--- src/hdl/mhpq_pkg.sv ---
// Package for the min-heap priority queue: sizes, request and status codes,
// and the control word broadcast to the cell chain. No dependencies.
package mhpq_pkg;

   localparam int DEPTH       = 16;
   localparam int VALUE_WIDTH = 32;
   localparam int COUNT_WIDTH = $clog2(DEPTH + 1);

   localparam logic MODE_INSERT = 1'b0;
   localparam logic MODE_POP    = 1'b1;

   typedef enum logic [1:0] {
      STATUS_OK    = 2'd0,
      STATUS_FULL  = 2'd1,
      STATUS_EMPTY = 2'd2
   } status_type;

   typedef enum logic [1:0] {
      CELL_HOLD   = 2'd0,
      CELL_INSERT = 2'd1,
      CELL_SHIFT  = 2'd2
   } cell_op_type;

   typedef struct packed {
      cell_op_type                    op;
      logic signed [VALUE_WIDTH-1:0]  value;
   } cell_ctl_type;

endpackage

--- src/hdl/mhpq_cell.sv ---
// One slot of the sorted cell chain: holds a value, compares it with the
// broadcast insert value and shifts toward either neighbor. Uses mhpq_pkg.
module mhpq_cell (
   input  logic                                  clock,
   input  mhpq_pkg::cell_ctl_type                ctl,
   input  logic                                  occupied,
   input  logic                                  left_gt,
   input  logic signed [mhpq_pkg::VALUE_WIDTH-1:0] left_value,
   input  logic signed [mhpq_pkg::VALUE_WIDTH-1:0] right_value,
   output logic                                  gt,
   output logic signed [mhpq_pkg::VALUE_WIDTH-1:0] value
);
   import mhpq_pkg::*;

   logic signed [VALUE_WIDTH-1:0] value_ff;
   logic signed [VALUE_WIDTH-1:0] value_in;

   // empty slots act as +infinity
   assign gt    = !occupied || (value_ff > ctl.value);
   assign value = value_ff;

   always_comb begin
      value_in = value_ff;
      case (ctl.op)
         CELL_INSERT: begin
            if (gt) begin
               value_in = left_gt ? left_value : ctl.value;
            end
         end
         CELL_SHIFT: begin
            value_in = right_value;
         end
         default: begin
            value_in = value_ff;
         end
      endcase
   end

   always_ff @(posedge clock) begin
      value_ff <= value_in;
   end

endmodule

--- src/hdl/min_heap_priority_queue.sv ---
// Top level of the min-priority queue: request decode, occupancy count,
// result register and the chain of mhpq_cell slots. Uses mhpq_pkg.
//
// Takes one request every clock cycle; busy stays low. Each request gives
// exactly one result, shown with rsp_valid for one cycle, the cycle after
// the request is accepted. Values are kept sorted in a chain of DEPTH
// cells, smallest at the head; an insert or a pop is one compare-and-shift
// step across all cells, which sets the rate of one request per cycle.
// The receiver cannot stall results.
module min_heap_priority_queue (
   input  logic                                    clock,
   input  logic                                    reset,
   input  logic                                    start,
   output logic                                    busy,
   input  logic                                    req_mode,
   input  logic signed [mhpq_pkg::VALUE_WIDTH-1:0] req_insert_value,
   output logic                                    rsp_valid,
   output logic signed [mhpq_pkg::VALUE_WIDTH-1:0] rsp_popped_value,
   output logic [1:0]                              rsp_status,
   output logic [mhpq_pkg::COUNT_WIDTH-1:0]        rsp_occupancy
);
   import mhpq_pkg::*;

   logic                          accept;
   logic                          full;
   logic                          empty;
   cell_ctl_type                  ctl;
   logic [DEPTH-1:0]              gt_vec;
   logic signed [VALUE_WIDTH-1:0] val_arr [DEPTH];

   logic [COUNT_WIDTH-1:0]        count_ff, count_in;
   logic                          rsp_valid_ff, rsp_valid_in;
   logic signed [VALUE_WIDTH-1:0] rsp_value_ff, rsp_value_in;
   status_type                    rsp_status_ff, rsp_status_in;

   assign busy   = 1'b0;
   assign accept = start && !busy;
   assign full   = (count_ff == COUNT_WIDTH'(DEPTH));
   assign empty  = (count_ff == '0);

   always_comb begin
      ctl.op        = CELL_HOLD;
      ctl.value     = req_insert_value;
      count_in      = count_ff;
      rsp_valid_in  = accept;
      rsp_value_in  = '0;
      rsp_status_in = STATUS_OK;
      if (accept) begin
         if (req_mode == MODE_INSERT) begin
            if (full) begin
               rsp_status_in = STATUS_FULL;
            end else begin
               ctl.op   = CELL_INSERT;
               count_in = count_ff + COUNT_WIDTH'(1);
            end
         end else begin
            if (empty) begin
               rsp_status_in = STATUS_EMPTY;
            end else begin
               ctl.op       = CELL_SHIFT;
               count_in     = count_ff - COUNT_WIDTH'(1);
               rsp_value_in = val_arr[0];
            end
         end
      end
   end

   for (genvar i = 0; i < DEPTH; i++) begin : g_cell
      logic                          occupied;
      logic                          left_gt;
      logic signed [VALUE_WIDTH-1:0] left_value;
      logic signed [VALUE_WIDTH-1:0] right_value;

      assign occupied = (count_ff > COUNT_WIDTH'(i));

      if (i == 0) begin : g_head
         assign left_gt    = 1'b0;
         assign left_value = req_insert_value;
      end else begin : g_body
         assign left_gt    = gt_vec[i-1];
         assign left_value = val_arr[i-1];
      end

      if (i == DEPTH - 1) begin : g_tail
         assign right_value = val_arr[i];
      end else begin : g_inner
         assign right_value = val_arr[i+1];
      end

      mhpq_cell u_cell (
         .clock       (clock),
         .ctl         (ctl),
         .occupied    (occupied),
         .left_gt     (left_gt),
         .left_value  (left_value),
         .right_value (right_value),
         .gt          (gt_vec[i]),
         .value       (val_arr[i])
      );
   end

   always_ff @(posedge clock) begin
      if (reset) begin
         count_ff     <= '0;
         rsp_valid_ff <= 1'b0;
      end else begin
         count_ff     <= count_in;
         rsp_valid_ff <= rsp_valid_in;
      end
   end

   always_ff @(posedge clock) begin
      rsp_value_ff  <= rsp_value_in;
      rsp_status_ff <= rsp_status_in;
   end

   assign rsp_valid        = rsp_valid_ff;
   assign rsp_popped_value = rsp_value_ff;
   assign rsp_status       = rsp_status_ff;
   assign rsp_occupancy    = count_ff;

endmodule

--- config.mk ---
export PLATFORM = sky130hd
export DESIGN_NAME = min_heap_priority_queue
export DESIGN_NICKNAME = d
export VERILOG_FILES = /design/src/hdl/mhpq_pkg.sv /design/src/hdl/mhpq_cell.sv /design/src/hdl/min_heap_priority_queue.sv
export SDC_FILE = /design/constraint.sdc
export NUM_CORES = 2
export LEC_CHECK = 0
export BUFFER_PORTS_ARGS = -buffer_cell sky130_fd_sc_hd__buf_2
export CAP_MARGIN = 20
export CORE_MARGIN = 3
export CORE_UTILIZATION = 50
export CTS_CLUSTER_DIAMETER = 80
export DETAILED_ROUTE_END_ITERATION = 7
export GPL_ROUTABILITY_DRIVEN = 1
export GPL_TIMING_DRIVEN = 0
export PLACE_DENSITY = 0.66
export SYNTH_ARGS = -nofsm -noshare
export SYNTH_HDL_FRONTEND = slang
export SYNTH_SLANG_ARGS = --single-unit
--- constraint.sdc ---
create_clock -name clock -period 16.58 [get_ports clock]
set_input_delay 3.316 -clock clock [delete_from_list [all_inputs] [get_ports clock]]
set_output_delay 3.316 -clock clock [all_outputs]
set_load 0.01 [all_outputs]
# Word level (Yosys, flattened, before mapping)
# Index checks and enable logic that the tools add are counted.
# W data, S select, Z words.
[classes]
addsub = 2
mul = 0
n_div = 0
order_cmp = 32
n_eq_ne = 20
shift = 0
muxes = 55
bitwise = 2
reduce_logical = 52
[ops]
columns = ["op", "count"]
rows = [
  ["$mux W32", 30],
  ["$pmux W32 S2", 15],
  ["$gt A32 B32 Y1", 16],
  ["$gt A5 B4 Y1 const B", 8],
  ["$reduce_and A2 Y1", 16],
  ["$ne A2 B1 Y1 const B", 15],
  ["$gt A5 B3 Y1 const B", 4],
  ["$logic_not A1 Y1", 16],
  ["$logic_or A1 B1 Y1", 16],
  ["$mux W5", 3],
  ["$gt A5 B1 Y1 const B", 2],
  ["$gt A5 B2 Y1 const B", 2],
  ["$mux W2", 5],
  ["$add A5 B1 Y5 const B", 1],
  ["$eq A5 B5 Y1 const B", 1],
  ["$logic_not A5 Y1", 1],
  ["$sub A5 B1 Y5 const B", 1],
  ["$ne A2 B2 Y1 const B", 2],
  ["$reduce_and A3 Y1", 1],
  ["$reduce_or A3 Y1", 1],
  ["$eq A2 B1 Y1 const B", 1],
  ["$eq A2 B2 Y1 const B", 1],
  ["$mux W1", 2],
  ["$not A1 Y1", 2],
  ["$reduce_bool A2 Y1", 1],
]
[totals]
ff_bits = 552
latchBits = 0
ramBits = 0
romBits = 0
inputBits = 36
output_inout_bits = 41
elab_cells = 183
mem_count = 0

# Depth between registers and ports, before layout
[logic_depth]
depth_word = 7
ltp_mapped = 13
ltp_nobuf = 10

# By module
# Synthesis repeated with hierarchy kept, for this count alone.
[unflattened]
hier_cells = 4264
area_unflattened_um2 = 41178.2
[modules_own_cells]
columns = ["mod", "n_inst", "cells_per_inst", "area_per_inst_um2", "seq_area_each_um2"]
rows = [
  ["mhpq_cell at g_cell[0].u_cell ...", 15, 257, 2476.1, 960.9],
  ["mhpq_cell at g_cell[15].u_cell", 1, 257, 2542.4, 960.9],
  ["min_heap_priority_queue", 1, 152, 1493.9, 800.8],
]

# Worst setup path after synthesis
# OpenSTA, ideal clock, no wires.
[synth_timing]
path_kind = "input to register"
from = "input port req_insert_value[14] (netlist name)"
to = "register g_cell[7].u_cell.value_ff[0] (enable)"
setup_ps = 466
t_arrival_ps = 8118
t_required_ps = 16114
slack_ps = 7996
stages = 12
path_buffers = 2
path_cell_list = "clkbuf_1 inv_1 ha_1 nand4_1 or4_1 a21oi_1 or4_1 o32ai_1 o211ai_4 buf_4 inv_1 o21ai_0"
[synth_between]
elab_chain_len = 4
[synth_lines]
columns = ["item", "line_no", "text"]
rows = [
  ["start, declared", "min_heap_priority_queue.sv:16", "input logic signed [mhpq_pkg::VALUE_WIDTH-1:0] req_insert_value,"],
  ["$gt A32 B32 Y1", "mhpq_cell.sv:19", "assign gt = !occupied || (value_ff > ctl.value);"],
  ["$logic_or A1 B1 Y1", "mhpq_cell.sv:19", ""],
  ["$ne A2 B1 Y1 (no source line)", "--", ""],
  ["$reduce_and A2 Y1 (no source line)", "--", ""],
  ["end signal, assigned", "mhpq_cell.sv:40", "value_ff <= value_in;"],
  ["end, declared", "mhpq_cell.sv:15", "logic signed [VALUE_WIDTH-1:0] value_ff;"],
]
# Every way passes these cells.
# A chain may end at the register's enable or synchronous reset.

# Worst setup path after layout
[layout_timing]
from = "input port req_insert_value[13] (netlist name)"
to = "register g_cell[5].u_cell.value_ff[5] (enable)"
[layout_between]
elab_chain_len = 4
[layout_lines]
columns = ["item", "line_no"]
rows = [
  ["$gt A32 B32 Y1", "mhpq_cell.sv:19"],
  ["$logic_or A1 B1 Y1", "mhpq_cell.sv:19"],
  ["$ne A2 B1 Y1 (no source line)", "--"],
  ["$reduce_and A2 Y1 (no source line)", "--"],
  ["end signal, assigned", "mhpq_cell.sv:40"],
  ["end, declared", "mhpq_cell.sv:15"],
]
# Every way passes these cells.

==> flow_metrics.py <==
metrics = {
    "finish": {
        "area_growth_pct": 11.1,
        "fin_util_pct": 56.7,
        "layout_common_cells": "620 x nand2_1, 517 x ha_1, 512 x edfxtp_1",
        "layout_commonest_cell": "nand2_1",
        "finalInstanceArea_um2": 42700,
        "drive_gt1_share_pct": 7.38,
        "nNetsFinal": 4438,
    },
    "sta": {
        "setup_tns_ns": 0,
        "hold_slack_ns": 0.514,
        "min_period_ns": 8.17,
        "hold_violations": 0,
        "skew_ns": 0.0272,
        "slew_violations": 0,
        "setup_viol": 0,
        "finalWorstSetupSlack_ns": 8.41,
        "rsz0062_at_grt": "false",
        "worstMarginPinSlew_ns": 1.15,
        "fin_crit_sh_pct": 49.3,
        "max_freq_ghz": 0.122,
        "slew_headroom_pct": 23.1,
    },
    "place": {
        "globalplace.congestion": 0.961,
        "dpl.hpwl_mm": 90.3,
        "io_buffers": 74,
        "pre_cts_ws_ns": 8.00,
        "place_area_um2": 40600,
    },
    "floorplanning": {
        "die_w_um": 283,
        "dieArea_um2": 80100,
        "ios": 77,
        "start_util_pct": 51.1,
        "core_area_um2": 75200,
        "die_height_um": 283,
        "num_rows": 100,
    },
    "cts": {
        "cts.clk_slew.worst_paths_ns": 0.06,
        "cts.htree.levels": 3,
        "clk_latency_ns": 0.61,
        "tritoncts": "yes",
        "cts_setup_buffers": 0,
        "cts.path.max_buffers": 3,
        "ctsHoldBuffers": 0,
        "cts_made_buffers": 66,
        "postCtsResizedCells": 0,
        "cts-root-buf": "clkbuf_16",
        "cts_num_sinks": 552,
    },
    "critical_path": {
        "path_delay_family": "buffers and inverters",
        "rr_startpoint": "rsp_occupancy[0]$_SDFFE_PP0P_",
        "cp-start-kind": "input port",
        "worstPathMaxFanout": 17,
        "path_cells": "buf_2, clkbuf_1, inv_1, ha_1, nand4_1, nor4_1, a21boi_0, a2111oi_0, nor4bb_1, a311o_1, buf_2, buf_4, inv_1, o21ai_4, buf_16",
        "critPathBufInv": 7,
        "cp.required_ns": 16.90,
        "crit_path_start": "req_insert_value[13]",
        "path_class": "in -> reg",
        "cpPeakStageDelay_ns": 0.68,
        "arrival_ns": 8.49,
        "crit_path_end_kind": "register",
        "cp_slowest_cell": "nor4_1",
    },
    "worst_hold_path": {
        "hold_path_class": "reg -> reg",
        "min-delay-start": "g_cell[0].u_cell.value[13]$_DFFE_PP_",
    },
    "synth": {
        "synth_nets": 4280,
        "syn-cell-area_um2": 38400,
        "seq_area_frac_synth_pct": 42.1,
        "synthCells": 3727,
        "synth_cell_types": 68,
        "yosysWarningCount": 0,
        "syn_area_per_cell_um2": 10.3,
        "ys_ff_latch": 552,
        "ys_async_sr_fraction_pct": 0,
        "synth-edff-count": 512,
        "synth_flop_cell": "edfxtp_1",
    },
    "global_routing": {
        "grt_max_degree": 33,
        "overflow": 0,
        "grt_pass1_vias": 29300,
        "grt_pass1_wl_mm": 170,
        "gr-usage-all-layers_pct": 27.1,
        "grt_antenna_before_repair": 3,
    },
    "routing": {
        "wl_per_cell_um": 22.3,
        "ant_nets": 0,
        "firstDrtPassIters": 8,
        "num_vias": 29800,
        "drc": 0,
        "viasPerCell": 6.02,
        "routed_wl_mm": 111,
        "drtIter0Drc": 2681,
    },
    "pwr": {
        "power_per_cell_area_nw_per_um2": 128,
        "p_leak_nw": 17.9,
        "vdd_drop_max_uv": 115,
    },
    "run": {
        "maxCapViolCount": 0,
    },
    "status": {
        "status": "completed",
    },
}
## metrics by stage
step / total power, mW / std cells
after global placement: 3.95 / 4821
after floorplan: 3.45 / 3727
after CTS: 5.45 / 4950
after global routing: 5.77 / 4952
after detailed placement: 4.04 / 4837
final: 5.46 / 4953
## synthesized netlist by cell type, drive strengths merged, types with 7 or more instances
cell,count,share of area (%)
a211oi,29,0.57
a21boi,7,0.14
a21o,27,0.53
a21oi,205,2.7
a221oi,13,0.30
and2,32,0.52
and4,10,0.23
buf,52,1.0
clkbuf,147,1.4
dfxtp,40,2.1
edfxtp,512,40
ha,517,17
inv,81,0.79
mux2,33,1.3
mux2i,441,11
nand2,620,6.1
nand2b,14,0.23
nand3,60,0.78
nand4,98,1.6
nor2,60,0.59
nor2b,19,0.31
nor3,31,0.40
nor4,22,0.37
o2111ai,7,0.16
o211ai,26,0.54
o21ai,544,7.2
o221ai,10,0.23
or4,10,0.20
## state kept, by name (all words and copies together) (netlist names)
name,count
g_cell.u_cell.value,512
rsp_occupancy,5
rsp_popped_value,32
rsp_status,2
rsp_valid,1
## worst paths after layout
check                                   endpoint  slack (ns)  depth (start not counted)
max reg2reg  g_cell[0].u_cell.value[4]$_DFFE_PP_       11.86                          9
max          g_cell[5].u_cell.value[5]$_DFFE_PP_        8.41                         15
min reg2reg      rsp_popped_value[13]$_SDFF_PP0_        0.51                          1
min              rsp_popped_value[13]$_SDFF_PP0_        0.51                          1
## routing by layer
metal | GRT usage (%) | part of all wire [%]
met4 | 10.2 | 4.0
met1 | 36.7 | 44
met3 | 3.79 | 6.6
met2 | 44.2 | 45
met5 | 0 | 0.012
## where the power goes
part / switching [mW] / internal, mW / leakage, nW
Sequential: 0.257 / 1.98 / 5.20
Clock: 0.590 / 0.813 / 0.996
Combinational: 1.07 / 0.742 / 11.7
Total: 1.92 / 3.53 / 17.9
## worst register-to-register path: cells and delay by family (launching register included)
| kind | cells | cell delay [ns] |
|---|---|---|
| adder cells (fa/ha/maj) | 1 | 0.26 |
| AO/OA/AOI/OAI | 2 | 0.84 |
| AND/OR/NAND/NOR | 2 | 0.38 |
| buffers and inverters | 4 | 2.48 |
| flip-flops | 1 | 0.60 |
## cell families (layout without fill, tap and decap cells)
group                    Yosys count  count (layout)  share of synthesized area, %
AO/OA/AOI/OAI                    907             907                          13.3
flip-flops                       552             552                          42.1
other                              1               4                       0.00977
buffers and inverters            280             483                          3.28
XOR/XNOR                           4               4                        0.0913
multiplexers                     474             474                          12.7
adder cells (fa/ha/maj)          517             517                          16.8
AND/OR/NAND/NOR                  992             992                          11.6
## cell type report
| class | instances | area, µm² |
|---|---|---|
| Inverter | 81 | 304 |
| Clock inverter | 21 | 123 |
| Fill cell | 6576 | 32500 |
| Tap cell | 1020 | 1280 |
| Buffer | 199 | 956 |
| Timing Repair Buffer | 90 | 798 |
| Clock buffer | 92 | 1900 |
| Sequential cell | 552 | 16200 |
| Multi-Input combinational cell | 2895 | 21100 |
| Antenna cell | 3 | 7.51 |
(Power assumes the default switching activity.)
